### config.mk
export PLATFORM = sky130hd
export DESIGN_NAME = json_required_key_checker_unit
export DESIGN_NICKNAME = d
export VERILOG_FILES = /design/src/rtl/jrkc_pkg.sv /design/src/rtl/jrkc_cell.sv /design/src/rtl/json_required_key_checker_unit.sv
export SDC_FILE = /design/constraint.sdc
export NUM_CORES = 1
export LEC_CHECK = 0
export ABC_AREA = 1
export BUFFER_PORTS_ARGS = -buffer_cell sky130_fd_sc_hd__clkbuf_2
export CAP_MARGIN = 20
export CORE_UTILIZATION = 63
export DETAILED_ROUTE_END_ITERATION = 10
export PLACE_DENSITY_LB_ADDON = 0.05
export SLEW_MARGIN = 20
export SYNTH_ARGS = -nofsm -noshare
export SYNTH_HDL_FRONTEND = slang
export SYNTH_HIERARCHICAL = 1
export SYNTH_SLANG_ARGS = --single-unit
### constraint.sdc
create_clock -name clk -period 4.9 [get_ports clk]
set_clock_uncertainty 0.05 [all_clocks]
set_input_delay 0.245 -clock clk [delete_from_list [all_inputs] [get_ports clk]]
set_output_delay 0.245 -clock clk [all_outputs]
set_load 0.01 [all_outputs]
### src/rtl/jrkc_pkg.sv
// Package for the required-key checker: transaction types, key table, cell control.
// Used by jrkc_cell, json_required_key_checker_unit and jrkc_checker.
`default_nettype none

package jrkc_pkg;

	localparam int unsigned KEY_COUNT        = 8;
	localparam int unsigned KEY_MAX          = 16;
	localparam int unsigned WINDOW_BYTES_DEF = 16;

	localparam logic [7:0] CH_NUL    = 8'h00;
	localparam logic [7:0] CH_QUOTE  = 8'h22;
	localparam logic [7:0] CH_LBRACE = 8'h7B;
	localparam logic [7:0] CH_RBRACE = 8'h7D;

	// Quoted key names, right-justified: last character in the low byte.
	// 8'h5F is the underscore inside the compound names.
	localparam logic [KEY_MAX*8-1:0] KEY_TEXT [KEY_COUNT] = '{
		"\"nome\"",
		"\"cognome\"",
		{24'h0, "\"nome", 8'h5F, "utente\""},
		{16'h0, "\"data", 8'h5F, "nascita\""},
		{"\"codice", 8'h5F, "fiscale\""},
		"\"email\"",
		"\"password\"",
		{24'h0, "\"tipo", 8'h5F, "utente\""}
	};

	localparam logic [4:0] KEY_LEN [KEY_COUNT] = '{
		5'd6, 5'd9, 5'd13, 5'd14, 5'd16, 5'd7, 5'd10, 5'd13
	};

	typedef struct packed {
		logic [7:0] char_byte;
		logic       end_of_string;
	} in_t;

	typedef struct packed {
		logic       valid_res;
		logic [7:0] keys_found;
	} out_t;

	// Control broadcast to every window cell
	typedef struct packed {
		logic shift;
		logic clear;
	} cell_ctl_t;

endpackage

`default_nettype wire

### src/rtl/jrkc_cell.sv
// One window cell: holds one byte, passes it on, and compares the byte it loads
// against every key's character at this cell's distance from the newest byte.
// Depends on jrkc_pkg.
`default_nettype none

module jrkc_cell #(
	parameter int unsigned POS = 0
) (
	input  wire logic                           clk,
	input  wire logic                           arst_n,
	input  wire jrkc_pkg::cell_ctl_t            ctl,
	input  wire logic [7:0]                     din,
	output logic      [7:0]                     dout,
	output logic      [jrkc_pkg::KEY_COUNT-1:0] hit
);

	logic [7:0] byte_q;

	// Byte storage; cleared at end of string
	always_ff @(posedge clk or negedge arst_n) begin
		if (!arst_n) begin
			byte_q <= '0;
		end else if (ctl.clear) begin
			byte_q <= '0;
		end else if (ctl.shift) begin
			byte_q <= din;
		end
	end

	assign dout = byte_q;

	// Per-key compare; positions past a key's length always agree
	for (genvar k = 0; k < jrkc_pkg::KEY_COUNT; k++) begin : g_key
		if (POS < int'(jrkc_pkg::KEY_LEN[k])) begin : g_cmp
			assign hit[k] = (din == jrkc_pkg::KEY_TEXT[k][POS*8 +: 8]);
		end else begin : g_any
			assign hit[k] = 1'b1;
		end
	end

endmodule

`default_nettype wire

### src/rtl/json_required_key_checker_unit.sv
// Required-key checker: one byte per cycle, one result per terminator.
// Latency: the result is shown the cycle after the terminator transaction.
// Throughput: one byte every cycle; req_stall rises only while a result waits
// in the output register and rsp_stall holds it.
// Reset: arst_n clears the window cells, key mask, parities and output valid.
// Depends on jrkc_pkg and jrkc_cell.
`default_nettype none

module json_required_key_checker_unit #(
	parameter int unsigned WINDOW_BYTES = jrkc_pkg::WINDOW_BYTES_DEF
) (
	input  wire logic           clk,
	input  wire logic           arst_n,
	input  wire logic           req_valid,
	output logic                req_stall,
	input  wire jrkc_pkg::in_t  req_data,
	output logic                rsp_valid,
	input  wire logic           rsp_stall,
	output jrkc_pkg::out_t      rsp_data
);

	localparam int unsigned KC = jrkc_pkg::KEY_COUNT;

	logic                req_take;
	logic                term;
	jrkc_pkg::cell_ctl_t ctl;
	logic [7:0]          chain   [WINDOW_BYTES+1];
	logic [KC-1:0]       cell_hit [WINDOW_BYTES];
	logic [KC-1:0]       key_hit;
	logic [KC-1:0]       found_q;
	logic                brace_q;
	logic                quote_q;
	logic                seen_q;
	logic                out_valid_q;
	jrkc_pkg::out_t      out_q;

	// Handshake and terminator decode
	assign req_stall = out_valid_q && rsp_stall;
	assign req_take  = req_valid && !req_stall;
	assign term      = req_data.end_of_string || (req_data.char_byte == jrkc_pkg::CH_NUL);

	assign ctl.shift = req_take && !term;
	assign ctl.clear = req_take && term;

	// Window: row of cells, newest byte enters cell 0
	assign chain[0] = req_data.char_byte;
	for (genvar j = 0; j < WINDOW_BYTES; j++) begin : g_cell
		jrkc_cell #(
			.POS (j)
		) u_cell (
			.clk    (clk),
			.arst_n (arst_n),
			.ctl    (ctl),
			.din    (chain[j]),
			.dout   (chain[j+1]),
			.hit    (cell_hit[j])
		);
	end

	// A key matches when every cell agrees
	always_comb begin
		key_hit = '1;
		for (int j = 0; j < WINDOW_BYTES; j++) begin
			key_hit = key_hit & cell_hit[j];
		end
	end

	// String state
	always_ff @(posedge clk or negedge arst_n) begin
		if (!arst_n) begin
			found_q <= '0;
			brace_q <= 1'b0;
			quote_q <= 1'b0;
			seen_q  <= 1'b0;
		end else if (ctl.clear) begin
			found_q <= '0;
			brace_q <= 1'b0;
			quote_q <= 1'b0;
			seen_q  <= 1'b0;
		end else if (ctl.shift) begin
			found_q <= found_q | key_hit;
			seen_q  <= 1'b1;
			if ((req_data.char_byte == jrkc_pkg::CH_LBRACE) ||
			    (req_data.char_byte == jrkc_pkg::CH_RBRACE)) begin
				brace_q <= !brace_q;
			end
			if (req_data.char_byte == jrkc_pkg::CH_QUOTE) begin
				quote_q <= !quote_q;
			end
		end
	end

	// Output register valid
	always_ff @(posedge clk or negedge arst_n) begin
		if (!arst_n) begin
			out_valid_q <= 1'b0;
		end else if (ctl.clear) begin
			out_valid_q <= 1'b1;
		end else if (!rsp_stall) begin
			out_valid_q <= 1'b0;
		end
	end

	// Output register payload
	always_ff @(posedge clk) begin
		if (ctl.clear) begin
			out_q.valid_res  <= seen_q && (&found_q) && !brace_q && !quote_q;
			out_q.keys_found <= found_q;
		end
	end

	assign rsp_valid = out_valid_q;
	assign rsp_data  = out_q;

endmodule

`default_nettype wire

* Yosys cells after proc, flatten, opt, wreduce, memory -nomap -nowiden
Index checks and enable logic that the tools add are counted.
Word-level totals: bits in registers 141
Operators by class: equal/unequal tests 62, muxes and demuxes 42, bitwise logic cells 16, reductions and logical operators 20
Operators with widths (count):
- equality test 8 x 7 -> 1 bit (second input constant) | 53
- 2-to-1 mux 8 bit | 32
- AND 8 bit | 15
- equality test 8 x 6 -> 1 bit (second input constant) | 8
- 2-to-1 mux 1 bit | 10
- logical NOT 8 bit | 1
- bitwise OR 8 bit | 1
- AND reduction 8 bit | 1
- logical AND 1 bit | 7
- nonzero test 2 bit | 3
- logical NOT 1 bit | 4
- AND reduction 2 bit | 2
- logical OR 1 bit | 2
- inequality test 2 x 1 -> 1 bit (second input constant) | 1

* Depth between registers and ports, before layout
Gate-level depths: netlist of the first run.
word-level depth 19, depth in mapped cells 11, depth with buffers taken out 10

* Modules after synthesis
Netlist of the first run, hierarchy kept.
Modules (own cells, without submodules):
- json_required_key_checker_unit | times used 1, cells an instance 204, area an instance 1312.5 um^2, seq. area each 570.5 um^2
- jrkc_cell at g_cell[11].u_cell | times used 1, cells an instance 61, area an instance 465.4 um^2, seq. area each 200.2 um^2
- jrkc_cell at g_cell[8].u_cell | times used 1, cells an instance 66, area an instance 449.2 um^2, seq. area each 200.2 um^2
- jrkc_cell at g_cell[6].u_cell | times used 1, cells an instance 63, area an instance 442.9 um^2, seq. area each 200.2 um^2
- jrkc_cell at g_cell[5].u_cell | times used 1, cells an instance 63, area an instance 441.7 um^2, seq. area each 200.2 um^2
- jrkc_cell at g_cell[2].u_cell | times used 1, cells an instance 63, area an instance 437.9 um^2, seq. area each 200.2 um^2
- jrkc_cell at g_cell[10].u_cell | times used 1, cells an instance 61, area an instance 436.7 um^2, seq. area each 200.2 um^2
- jrkc_cell at g_cell[13].u_cell | times used 1, cells an instance 56, area an instance 436.7 um^2, seq. area each 200.2 um^2
- jrkc_cell at g_cell[7].u_cell | times used 1, cells an instance 62, area an instance 436.7 um^2, seq. area each 200.2 um^2
- jrkc_cell at g_cell[1].u_cell | times used 1, cells an instance 58, area an instance 435.4 um^2, seq. area each 200.2 um^2
- jrkc_cell at g_cell[4].u_cell | times used 1, cells an instance 62, area an instance 434.2 um^2, seq. area each 200.2 um^2
- jrkc_cell at g_cell[9].u_cell | times used 1, cells an instance 60, area an instance 434.2 um^2, seq. area each 200.2 um^2
- jrkc_cell at g_cell[3].u_cell | times used 1, cells an instance 59, area an instance 430.4 um^2, seq. area each 200.2 um^2
- jrkc_cell at g_cell[14].u_cell | times used 1, cells an instance 52, area an instance 425.4 um^2, seq. area each 200.2 um^2
- +3 rows

* Worst setup path after synthesis of the first run
Ideal clock, no wire load.
path type reg-to-reg, start register out_valid_q, in the netlist rsp_valid, end register g_cell[1].u_cell.byte_q[2], data arrival time 4.350 ns, data required time 4.732 ns, path slack 0.383 ns, stages on the path, launching flop included 8, path buffers 1, path through dfrtp_1 > nand2_2 > nand2_2 > nor2_1 > buf_6 > nor2_4 > nand2_1 > o21ai_2
RTL lines:
- start, declared | RTL line json_required_key_checker_unit.sv:34 | logic out_valid_q;
- start signal, assigned | RTL line json_required_key_checker_unit.sv:96 | out_valid_q <= 1'b0;
- start signal, assigned | RTL line json_required_key_checker_unit.sv:98 | out_valid_q <= 1'b1;
- start signal, assigned | RTL line json_required_key_checker_unit.sv:100 | out_valid_q <= 1'b0;
- end signal, assigned | RTL line jrkc_cell.sv:26 | byte_q <= din;
- end, declared | RTL line jrkc_cell.sv:17 | logic [7:0] byte_q;

* Worst setup path after layout of the first run
start register out_valid_q, in the netlist rsp_valid, end register g_cell[12].u_cell.byte_q[1]
Between the ends: cells in the longest elaborated chain, start to end 5
RTL lines:
- logical AND 1 bit (*) | RTL line json_required_key_checker_unit.sv:38 | assign req_stall = out_valid_q && rsp_stall;
- logical NOT 1 bit (*) | RTL line json_required_key_checker_unit.sv:39 | assign req_take = req_valid && !req_stall;
- logical AND 1 bit (*) | RTL line json_required_key_checker_unit.sv:39
- logical AND 1 bit, on equally long branches | RTL line json_required_key_checker_unit.sv:43, json_required_key_checker_unit.sv:42
- 2-to-1 mux 8 bit / nonzero test 2 bit (equally long branches)
- end signal, assigned | RTL line jrkc_cell.sv:26
- end, declared | RTL line jrkc_cell.sv:17
Mark *: on every way between the ends. The rest lies on a longest branch, timed or not. A chain may end at the register's enable or synchronous reset.

==> out/metrics.csv, run 1 <==
metric,value,unit
fill cell instance count of the final layout,1067,
die extent in x,114.3,µm
"Setup violations, final",0,
Num CTS Buffers,17,
cell count after synthesis,1109,
result of the run,finished clean,
number of cells upsized or downsized after cts,0,
required time reported for the critical path endpoint,5150,ps
worst slew pin tran,774.4,ps
worst reg2reg setup slack,2370,ps
global router's overall resource usage,26.97,%
HPWL reported at the end of detailed placement,11.22,mm
final cycle utilization of the critical path,51.56,%
cell internal power dissipation,1.995,mW
routed via count divided by cell count,4.925,
max incr delay on CP,600,ps
fin crit period,2526,ps
weighted congestion reported at the end of routability-driven placement,0.7844,
initial core utilization,65.28,%
placement row count,40,
starting DRC count in detailed routing,507,
number of top-level pins,24,
layout net count,1125,
number of stages on the worst hold path,3,
worst setup margin,2374,ps
Antenna Diode Count,0,
clock edge transition at the registers on the reported setup and hold paths,60,ps
mean instance size in the synthesized netlist,7.159,µm²
YS warnings,6,
combinational share of power,7.6,%
Area growth syn-to-layout,5.894,%
number of H-tree levels,4,
routed wirelength normalized by instance count,12.17,µm
global-route wire length before repair,27.54,mm
switching share of power,24.83,%
Post-Route Hold Slack,24.39,ps
utilization of the core after routing,69.13,%
Highest Clock Rate,395.8,MHz
capturing element type of the critical path,register,
pin count of the biggest net entering global routing,62,
Die Ht,114.3,µm
max-slew violation count,0,
clock sink count,141,
worst skew pair latency,420,ps
root buffer cell,sky130_fd_sc_hd__clkbuf_16,
VDD IR max,0.3106,mV
fraction of final layout cells with drive strength greater than 1,11.38,%
Worst Setup Slack post-DPL,2338,ps
"Data arrival, critical path",2780,ps
Clk network pwr share,46.1,%
Overflow after GRT,0,
RSZ-0062 raised after global routing,no,
Slew HR,48.37,%
crit start category,register,
WL final,15.74,mm
Port Buffer Count,23,
area enclosed by the die boundary,13050,µm²
type of the worst setup path,reg -> reg,
mapped cell area,7939,µm²
class of the tightest hold or removal check,in -> reg,
Net Sw Power,0.6588,mW
static leakage,4.182,nW
first drt pass iteration count,7,
Fin Setup TNS,0,ps
clock tree from TritonCTS,built,
CORE AREA,12160,µm²
Routed Antenna Nets,0,
Via Count,6368,
Pwr Density,315.6,nW/µm²
CP cell instances,"nand2_2, nand2_2, inv_2, nand2_2, inv_2, buf_4, inv_1, nand2_2, o21ai_1",
antenna violations before repair,0,
Seq pwr share,46.3,%
Power Total,2.653,mW
remaining routing DRC violations,0,
"Top cell by count, worst path",sky130_fd_sc_hd__nand2_2,
critical path's slowest cell,sky130_fd_sc_hd__buf_4,
via count of the first global-routing pass,6096,
critical-path maximum fanout,33,
R2R cell count,9,
number of maximum-capacitance constraint violations,0,
final hold vios,0,
number of buffers on the longest clock path,2,
-- path summary, 6_finish.rpt --
path | startpoint | endpoint
max in group asynchronous | arst_n | g_cell[3].u_cell/dout[7]
min in group asynchronous | arst_n | g_cell[11].u_cell/dout[5]
worst max register to register | rsp_valid | g_cell[12].u_cell/dout[1]
worst min-delay path | rsp_stall | rsp_valid
worst max-delay path | rsp_valid | g_cell[12].u_cell/dout[1]
worst min register to register | g_cell[1].u_cell/dout[6] | g_cell[1].u_cell/dout[6]
-- final cells by class --
type / instances / area [µm²] / area share [%]
Inverter: 112 / 420.4 / 5.001
Tap cell: 168 / 210.2 / 2.500
Clock inverter: 13 / 125.1 / 1.488
Multi-Input combinational cell: 811 / 3480 / 41.39
Timing Repair Buffer: 29 / 165.2 / 1.965
Sequential cell: 141 / 3573 / 42.51
Clock buffer: 19 / 432.9 / 5.150
-- routing by layer --
metal | track usage (%) | routed length, µm | share of wire (%)
met5 | 0 | 0 | 0
met4 | 10.22 | 280 | 1.8
met3 | 6.458 | 550 | 3.5
met2 | 45.01 | 7612 | 48
met1 | 34.11 | 7297 | 46
-- power groups by stage --
stage / Sequential [mW] / Combinational [mW] / Clock, mW
3_5_place_dp: 1.25 / 0.200 / 0
5_1_grt: 1.23 / 0.230 / 1.30
3_3_place_gp: 1.25 / 0.198 / 0
4_1_cts: 1.23 / 0.202 / 1.25
2_1_floorplan: 1.24 / 0.165 / 0
6_report: 1.23 / 0.202 / 1.22
-- stage by stage --
stage                     cell area (µm²)  std cells
after global routing                 8407       1293
after detailed placement             7839       1260
after floorplan                      8051       1139
final                                8407       1293
after global placement               7839       1260
after CTS                            8407       1293
-- cells in the final DEF, fill, tap and decap left out, drive strengths merged --
| cell | count |
|---|---|
| nand2 | 392 |
| nor2 | 236 |
| dfrtp | 132 |
| inv | 112 |
| nand3 | 76 |
| o21ai | 58 |
| clkbuf | 41 |
| conb | 40 |
| edfxtp | 9 |
| nand4 | 7 |
| clkinv | 7 |
| buf | 6 |
| clkinvlp | 4 |
| bufinv | 2 |
| nor4 | 1 |
| a21oi | 1 |
| dlygate4sd3 | 1 |
-- registers in the layout, indices dropped and copies added, names as in the netlist --
name,count
brace_q,1
quote_q,1
rsp_valid,1
g_cell.u_cell/dout,120
rsp_data,9
found_q,8
seen_q,1
-- worst max-delay path: cells and delay by family (launching register included) --
family	cells	cell delay, ps
buffers and inverters	4	1460
flip-flops	1	390
AND/OR/NAND/NOR	4	440
AO/OA/AOI/OAI	1	80
-- timing repair --
action	CTS	global route
buffers inserted	0	0
endpoints found under the hold margin	31	0
hold buffers	1	0
Note: power is estimated with default switching activity, not from simulation.
==> run 2, diff against run 1 <==
Clock period 4.9 ns to 2.45 ns, I/O delays scaled along.
==> run 2 against run 1 <==
Against the previous run:
- global-route usage shrank 0.19 points
- non-clock buffer count up 10
- core utilization increased by 1.3 points
- power up 98%
- die area unchanged
- hold slack gained 8.6 ps
- sequential cell count unchanged
- final cell count rose by 0.77%
- clock power increased by 94%
- count of clock-buffer cells in the layout grew 8
- sequential power grew 100%
- first-iteration DRC count rose by 11%
==> out/metrics.csv, run 2 (synthesis results as in run 1) <==
metric,value,unit,change
Slew HR,59.70,%,was 48.37%
most frequent standard cell in the layout excluding fill and tap cells,sky130_fd_sc_hd__nand2_1,,unchanged
type of the worst setup path,in -> reg,,was reg -> reg
placement row count,40,,unchanged
number of flip-flops under the largest register name,120,,unchanged
root buffer cell,sky130_fd_sc_hd__clkbuf_16,,unchanged
setup bufs post-CTS,0,,unchanged
worst skew pair latency,420,ps,about the same
Antenna Diode Count,0,,unchanged
die extent in x,114.3,µm,unchanged
pin count of the biggest net entering global routing,54,,was 62
class of the tightest hold or removal check,in -> reg,,unchanged
starting DRC count in detailed routing,565,,was 507
Routed Antenna Nets,0,,unchanged
final hold vios,0,,unchanged
fraction of final layout cells with drive strength greater than 1,11.45,%,was 11.38%
Die Ht,114.3,µm,unchanged
Seq pwr share,46.8,%,was 46.3%
Power Total,5.261,mW,was 2.653 mW
required time reported for the critical path endpoint,2710,ps,was 5150 ps
critical-path maximum fanout,24,,was 33
WL final,15.78,mm,was 15.74 mm
number of buffers on the longest clock path,2,,unchanged
VDD IR max,0.5592,mV,was 0.3106 mV
area enclosed by the die boundary,13050,µm²,unchanged
layout net count,1135,,"was 1,125"
static leakage,4.255,nW,was 4.182 nW
number of top-level pins,24,,unchanged
Highest Clock Rate,488.5,MHz,
first drt pass iteration count,5,,was 7
Overflow after GRT,0,,unchanged
Net Sw Power,1.276,mW,was 0.6588 mW
utilization of the core after routing,70.41,%,was 69.13%
Area growth syn-to-layout,7.864,%,was 5.894%
global router's overall resource usage,26.78,%,was 26.97%
number of H-tree levels,4,,unchanged
Port Buffer Count,23,,unchanged
number of maximum-capacitance constraint violations,0,,unchanged
Pwr Density,614.4,nW/µm²,was 315.6 nW/µm²
Hold Buf Count CTS,10,,was 1
fin crit period,2047,ps,
Clk network pwr share,45.0,%,was 46.1%
max-slew violation count,0,,unchanged
remaining routing DRC violations,0,,unchanged
weighted congestion reported at the end of routability-driven placement,0.8025,,was 0.7844
HPWL reported at the end of detailed placement,11.12,mm,was 11.22 mm
antenna violations before repair,0,,unchanged
clock sink count,141,,unchanged
cell internal power dissipation,3.985,mW,was 1.995 mW
via count of the first global-routing pass,6024,,"was 6,096"
Post-Route Hold Slack,32.94,ps,was 24.39 ps
"Setup violations, final",0,,unchanged
fill cell instance count of the final layout,1015,,"was 1,067"
global-route wire length before repair,27.18,mm,was 27.54 mm
Via Count,6319,,"was 6,368"
final cycle utilization of the critical path,83.55,%,
CORE AREA,12160,µm²,unchanged
initial core utilization,65.28,%,unchanged
routed wirelength normalized by instance count,12.11,µm,was 12.17 µm
result of the run,finished clean,,unchanged
routed via count divided by cell count,4.850,,was 4.925
number of cells upsized or downsized after cts,0,,unchanged
most frequent cells in the layout,"sky130_fd_sc_hd__nand2_1, sky130_fd_sc_hd__nor2_1, sky130_fd_sc_hd__dfrtp_1",,unchanged
worst slew pin tran,604.5,ps,was 774.4 ps
"Data arrival, critical path",2300,ps,was 2780 ps
clock tree from TritonCTS,built,,unchanged
switching share of power,24.25,%,was 24.83%
Fin Setup TNS,0,ps,unchanged
RSZ-0062 raised after global routing,no,,unchanged
clock edge transition at the registers on the reported setup and hold paths,60,ps,about the same
combinational share of power,8.2,%,was 7.6%
capturing element type of the critical path,register,,unchanged
crit start category,primary input,,was register
Num CTS Buffers,17,,unchanged
## run 2: stage by stage
stage	std cells	setup WS (ps)	cell area, µm²
final	1303	403.1	8563
after global routing	1303	258.6	8563
after CTS	1303	484.4	8563
after detailed placement	1261	511.9	7909
after global placement	1261	577.9	7909
after floorplan	1139	123.7	8059
## run 2: final cells by class
| class | count | area (µm²) | area share, % |
|---|---|---|---|
| clock buffers | 27 | 523.0 | 6.108 |
| clock inverters | 5 | 31.28 | 0.3653 |
| inverters | 112 | 420.4 | 4.909 |
| multi-input cells | 811 | 3480 | 40.63 |
| flip-flops and latches | 141 | 3573 | 41.73 |
| well taps | 168 | 210.2 | 2.455 |
| repair buffers | 39 | 325.3 | 3.799 |
## run 2: path summary, 6_finish.rpt
check	start	endpoint	slack, ps	cells after the start
worst max-delay path	req_data[8]	g_cell[5].u_cell/dout[1]	400	11
worst min-delay path	req_data[0]	rsp_valid	30	5
worst max register to register	rsp_valid	g_cell[5].u_cell/dout[1]	500	9
worst min register to register	g_cell[14].u_cell/dout[4]	g_cell[14].u_cell/dout[4]	420	2
max in group asynchronous	arst_n	g_cell[8].u_cell/dout[0]	1280	3
min in group asynchronous	arst_n	g_cell[10].u_cell/dout[6]	190	2
## run 2: per-layer routing
| metal | part of all wire (%) | track usage (%) | up-vias | wire length [µm] |
|---|---|---|---|---|
| met3 | 3.2 | 5.558 | 18 | 506 |
| li1 | - | - | 3321 | - |
| met5 | 0 | 0 | - | 0 |
| met4 | 1.5 | 9.091 | 0 | 237 |
| met2 | 50 | 45.66 | 103 | 7839 |
| met1 | 46 | 34.02 | 2877 | 7194 |
## run 2: power groups by stage
stage | Clock (mW) | Combinational [mW] | Sequential, mW
final | 2.37 | 0.433 | 2.46
after global routing | 2.51 | 0.489 | 2.47
after CTS | 2.42 | 0.434 | 2.46
after detailed placement | 0 | 0.417 | 2.50
after global placement | 0 | 0.411 | 2.50
after floorplan | 0 | 0.325 | 2.49
## run 2: critical path, cell delays in order
cell	delay, ps
sky130_fd_sc_hd__dlygate4sd3_1	550
sky130_fd_sc_hd__clkbuf_2	150
sky130_fd_sc_hd__nor2_1	120
sky130_fd_sc_hd__nand2_1	100
sky130_fd_sc_hd__o21ai_2	230
sky130_fd_sc_hd__nand2_2	100
sky130_fd_sc_hd__inv_2	300
sky130_fd_sc_hd__buf_12	270
sky130_fd_sc_hd__inv_1	120
sky130_fd_sc_hd__nand2_2	130
sky130_fd_sc_hd__o21ai_1	80
==> run 3, diff against run 2 <==
Settings changed: CORE_UTILIZATION 63 to 57.
Clock period 2.45 ns to 1.87 ns, I/O delays scaled along.
==> run 3 against run 2 <==
Against the previous run:
- core utilization shrank 5.2 points
- die area grew 10%
- via count grew 0.85%
- clock power grew 59%
- hold slack lost 0.51 ps
- power grew 44%
- sequential share of layout area shrank 0.85 points
- count of clock-buffer cells in the layout shrank 4
- final area grew 2.1%
- first-iteration DRC count shrank 25%
- sequential cell count is the same
- global-route usage shrank 2.4 points
- critical path type unchanged
==> out/metrics.csv, run 3 (synthesis results as in run 1) <==
metric,value,unit,change
utilization of the core after routing,65.24,%,was 70.41%
via count of the first global-routing pass,6101,,"was 6,024"
Via Count,6373,,"was 6,319"
number of H-tree levels,4,,unchanged
Routed Antenna Nets,0,,unchanged
first drt pass iteration count,5,,unchanged
starting DRC count in detailed routing,425,,was 565
layout net count,1139,,"was 1,135"
die extent in x,120.0,µm,was 114.3 µm
combined flip-flop and latch cell area,3573,µm²,unchanged
weighted congestion reported at the end of routability-driven placement,0.8180,,was 0.8025
Area growth syn-to-layout,10.12,%,was 7.864%
Slew HR,65.46,%,was 59.70%
number of buffers on the longest clock path,2,,unchanged
type of the worst setup path,in -> reg,,unchanged
required time reported for the critical path endpoint,2120,ps,was 2710 ps
routed wirelength normalized by instance count,12.47,µm,was 12.11 µm
final cycle utilization of the critical path,94.91,%,
Hold Startpoint,req_data[0],,unchanged
clock edge transition at the registers on the reported setup and hold paths,60,ps,about the same
CORE AREA,13400,µm²,"was 12,160 µm²"
Die Ht,120.0,µm,was 114.3 µm
fin crit period,1775,ps,
final hold vios,0,,unchanged
CP cell instances,"dlygate4sd3_1, clkbuf_2, nor2_1, nand2_1, o21ai_2, nand2_2, inv_2, buf_12, inv_1, nand2_2, o21ai_1",,unchanged
Port Buffer Count,23,,unchanged
VDD IR max,0.6541,mV,was 0.5592 mV
remaining routing DRC violations,0,,unchanged
placement row count,42,,was 40
clock sink count,141,,unchanged
fill cell instance count of the final layout,1183,,"was 1,015"
pin count of the biggest net entering global routing,94,,was 54
launching point of the worst reg2reg path,rsp_valid,,unchanged
number of buffers and inverters on the critical path,5,,unchanged
number of maximum-capacitance constraint violations,0,,unchanged
result of the run,finished clean,,unchanged
worst slew pin tran,518.1,ps,was 604.5 ps
most frequent standard cell in the layout excluding fill and tap cells,sky130_fd_sc_hd__nand2_1,,unchanged
static leakage,4.337,nW,was 4.255 nW
area enclosed by the die boundary,14400,µm²,"was 13,050 µm²"
routed via count divided by cell count,4.846,,was 4.850
Worst Setup Slack post-DPL,202.4,ps,was 511.9 ps
"Top cell by count, worst path",sky130_fd_sc_hd__nand2_2,,unchanged
HPWL reported at the end of detailed placement,11.30,mm,was 11.12 mm
capturing element type of the critical path,register,,unchanged
initial core utilization,59.24,%,was 65.28%
kind of cell with the highest combined delay on the critical path,buffers and inverters,,unchanged
setup bufs post-CTS,0,,unchanged
class of the tightest hold or removal check,in -> reg,,unchanged
"Setup violations, final",0,,unchanged
number of flip-flops under the largest register name,120,,unchanged
root buffer cell,sky130_fd_sc_hd__clkbuf_16,,unchanged
max incr delay on CP,540,ps,was 550 ps
worst setup path startpoint,req_data[3],,was req_data[8]
final design instance area without fill,8742,µm²,was 8563 µm²
"Data arrival, critical path",2020,ps,was 2300 ps
Pwr Density,867.3,nW/µm²,was 614.4 nW/µm²
critical path's slowest cell,sky130_fd_sc_hd__dlygate4sd3_1,,unchanged
worst setup margin,95.12,ps,was 403.1 ps
WL final,16.39,mm,was 15.78 mm
number of cells upsized or downsized after cts,0,,unchanged
number of top-level pins,24,,unchanged
max-slew violation count,0,,unchanged
antenna violations before repair,0,,unchanged
Overflow after GRT,0,,unchanged
multi-input gate area in the final layout,3485,µm²,was 3480 µm²
Highest Clock Rate,563.4,MHz,
clock tree from TritonCTS,built,,unchanged
crit start category,primary input,,unchanged
global-route wire length before repair,27.76,mm,was 27.18 mm
fraction of final layout cells with drive strength greater than 1,11.85,%,was 11.45%
Antenna Diode Count,0,,unchanged
global router's overall resource usage,24.40,%,was 26.78%
worst skew pair latency,420,ps,about the same
Num CTS Buffers,17,,unchanged
most frequent cells in the layout,"sky130_fd_sc_hd__nand2_1, sky130_fd_sc_hd__nor2_1, sky130_fd_sc_hd__dfrtp_1",,unchanged
critical-path maximum fanout,16,,was 24
RSZ-0062 raised after global routing,no,,unchanged
DP Area,7939,µm²,was 7909 µm²
run 3: changes by cell type in the layout (fill, tap and decap cells not counted), sizes merged:
cell         delta
inv             +1
dlygate4sd3     +1
bufinv          +5
clkinv          -2
buf             +2
clkbuf          -3
run 3: per-layer routing:
metal  vias up  wire (µm)  global-route usage (%)
li1       3347          -                       -
met4         0        237                   8.047
met2        89       7933                   40.73
met3        22        575                   5.466
met5         -          0                       0
met1      2915       7646                   31.24
run 3: cell type report:
cell class,instances,share of cell area [%]
Sequential cell,141,40.88
Multi-Input combinational cell,811,39.86
Clock buffer,23,5.582
Inverter,112,4.809
Timing Repair Buffer,43,4.294
Tap cell,176,2.519
Clock inverter,9,2.061
run 3: worst min-delay path, stage by stage:
cell,delay [ps]
sky130_fd_sc_hd__clkbuf_2,80
sky130_fd_sc_hd__inv_1,40
sky130_fd_sc_hd__o21ai_2,90
sky130_fd_sc_hd__nand2_2,80
sky130_fd_sc_hd__nand2_1,60
sky130_fd_sc_hd__nor2_1,30
run 3: final timing paths:
| kind | slack, ps | to | cells after the start |
|---|---|---|---|
| worst max-delay path | 100 | g_cell[5].u_cell/dout[2] | 11 |
| worst min-delay path | 30 | brace_q | 6 |
| worst max register to register | 270 | g_cell[5].u_cell/dout[2] | 9 |
| worst min register to register | 420 | g_cell[1].u_cell/dout[6] | 2 |
| max in group asynchronous | 1140 | g_cell[0].u_cell/dout[2] | 3 |
| min in group asynchronous | 200 | g_cell[9].u_cell/dout[5] | 3 |
run 3: where the power goes:
| part | switching (mW) | internal [mW] | leakage (nW) |
|---|---|---|---|
| registers | 0.0710 | 3.15 | 1.91 |
| clock network | 1.26 | 2.51 | 0.324 |
| logic | 0.406 | 0.177 | 2.10 |
| total | 1.74 | 5.84 | 4.34 |
run 3: timing repair:
action / CTS / global route
hold endpoints to repair: 141 / 0
hold buffers: 11 / 0
endpoints found under the setup margin: 0 / 26
run 3: stage by stage:
stage	setup TNS [ps]	cells	power, mW	hold WS (ps)
finish	0	1315	7.582	32.43
global route	0	1315	7.855	60.22
CTS	0	1314	7.648	13.52
detailed placement	0	1271	3.831	137.1
global placement	0	1271	3.827	139.2
floorplan	-37720	1139	3.686	-252.1
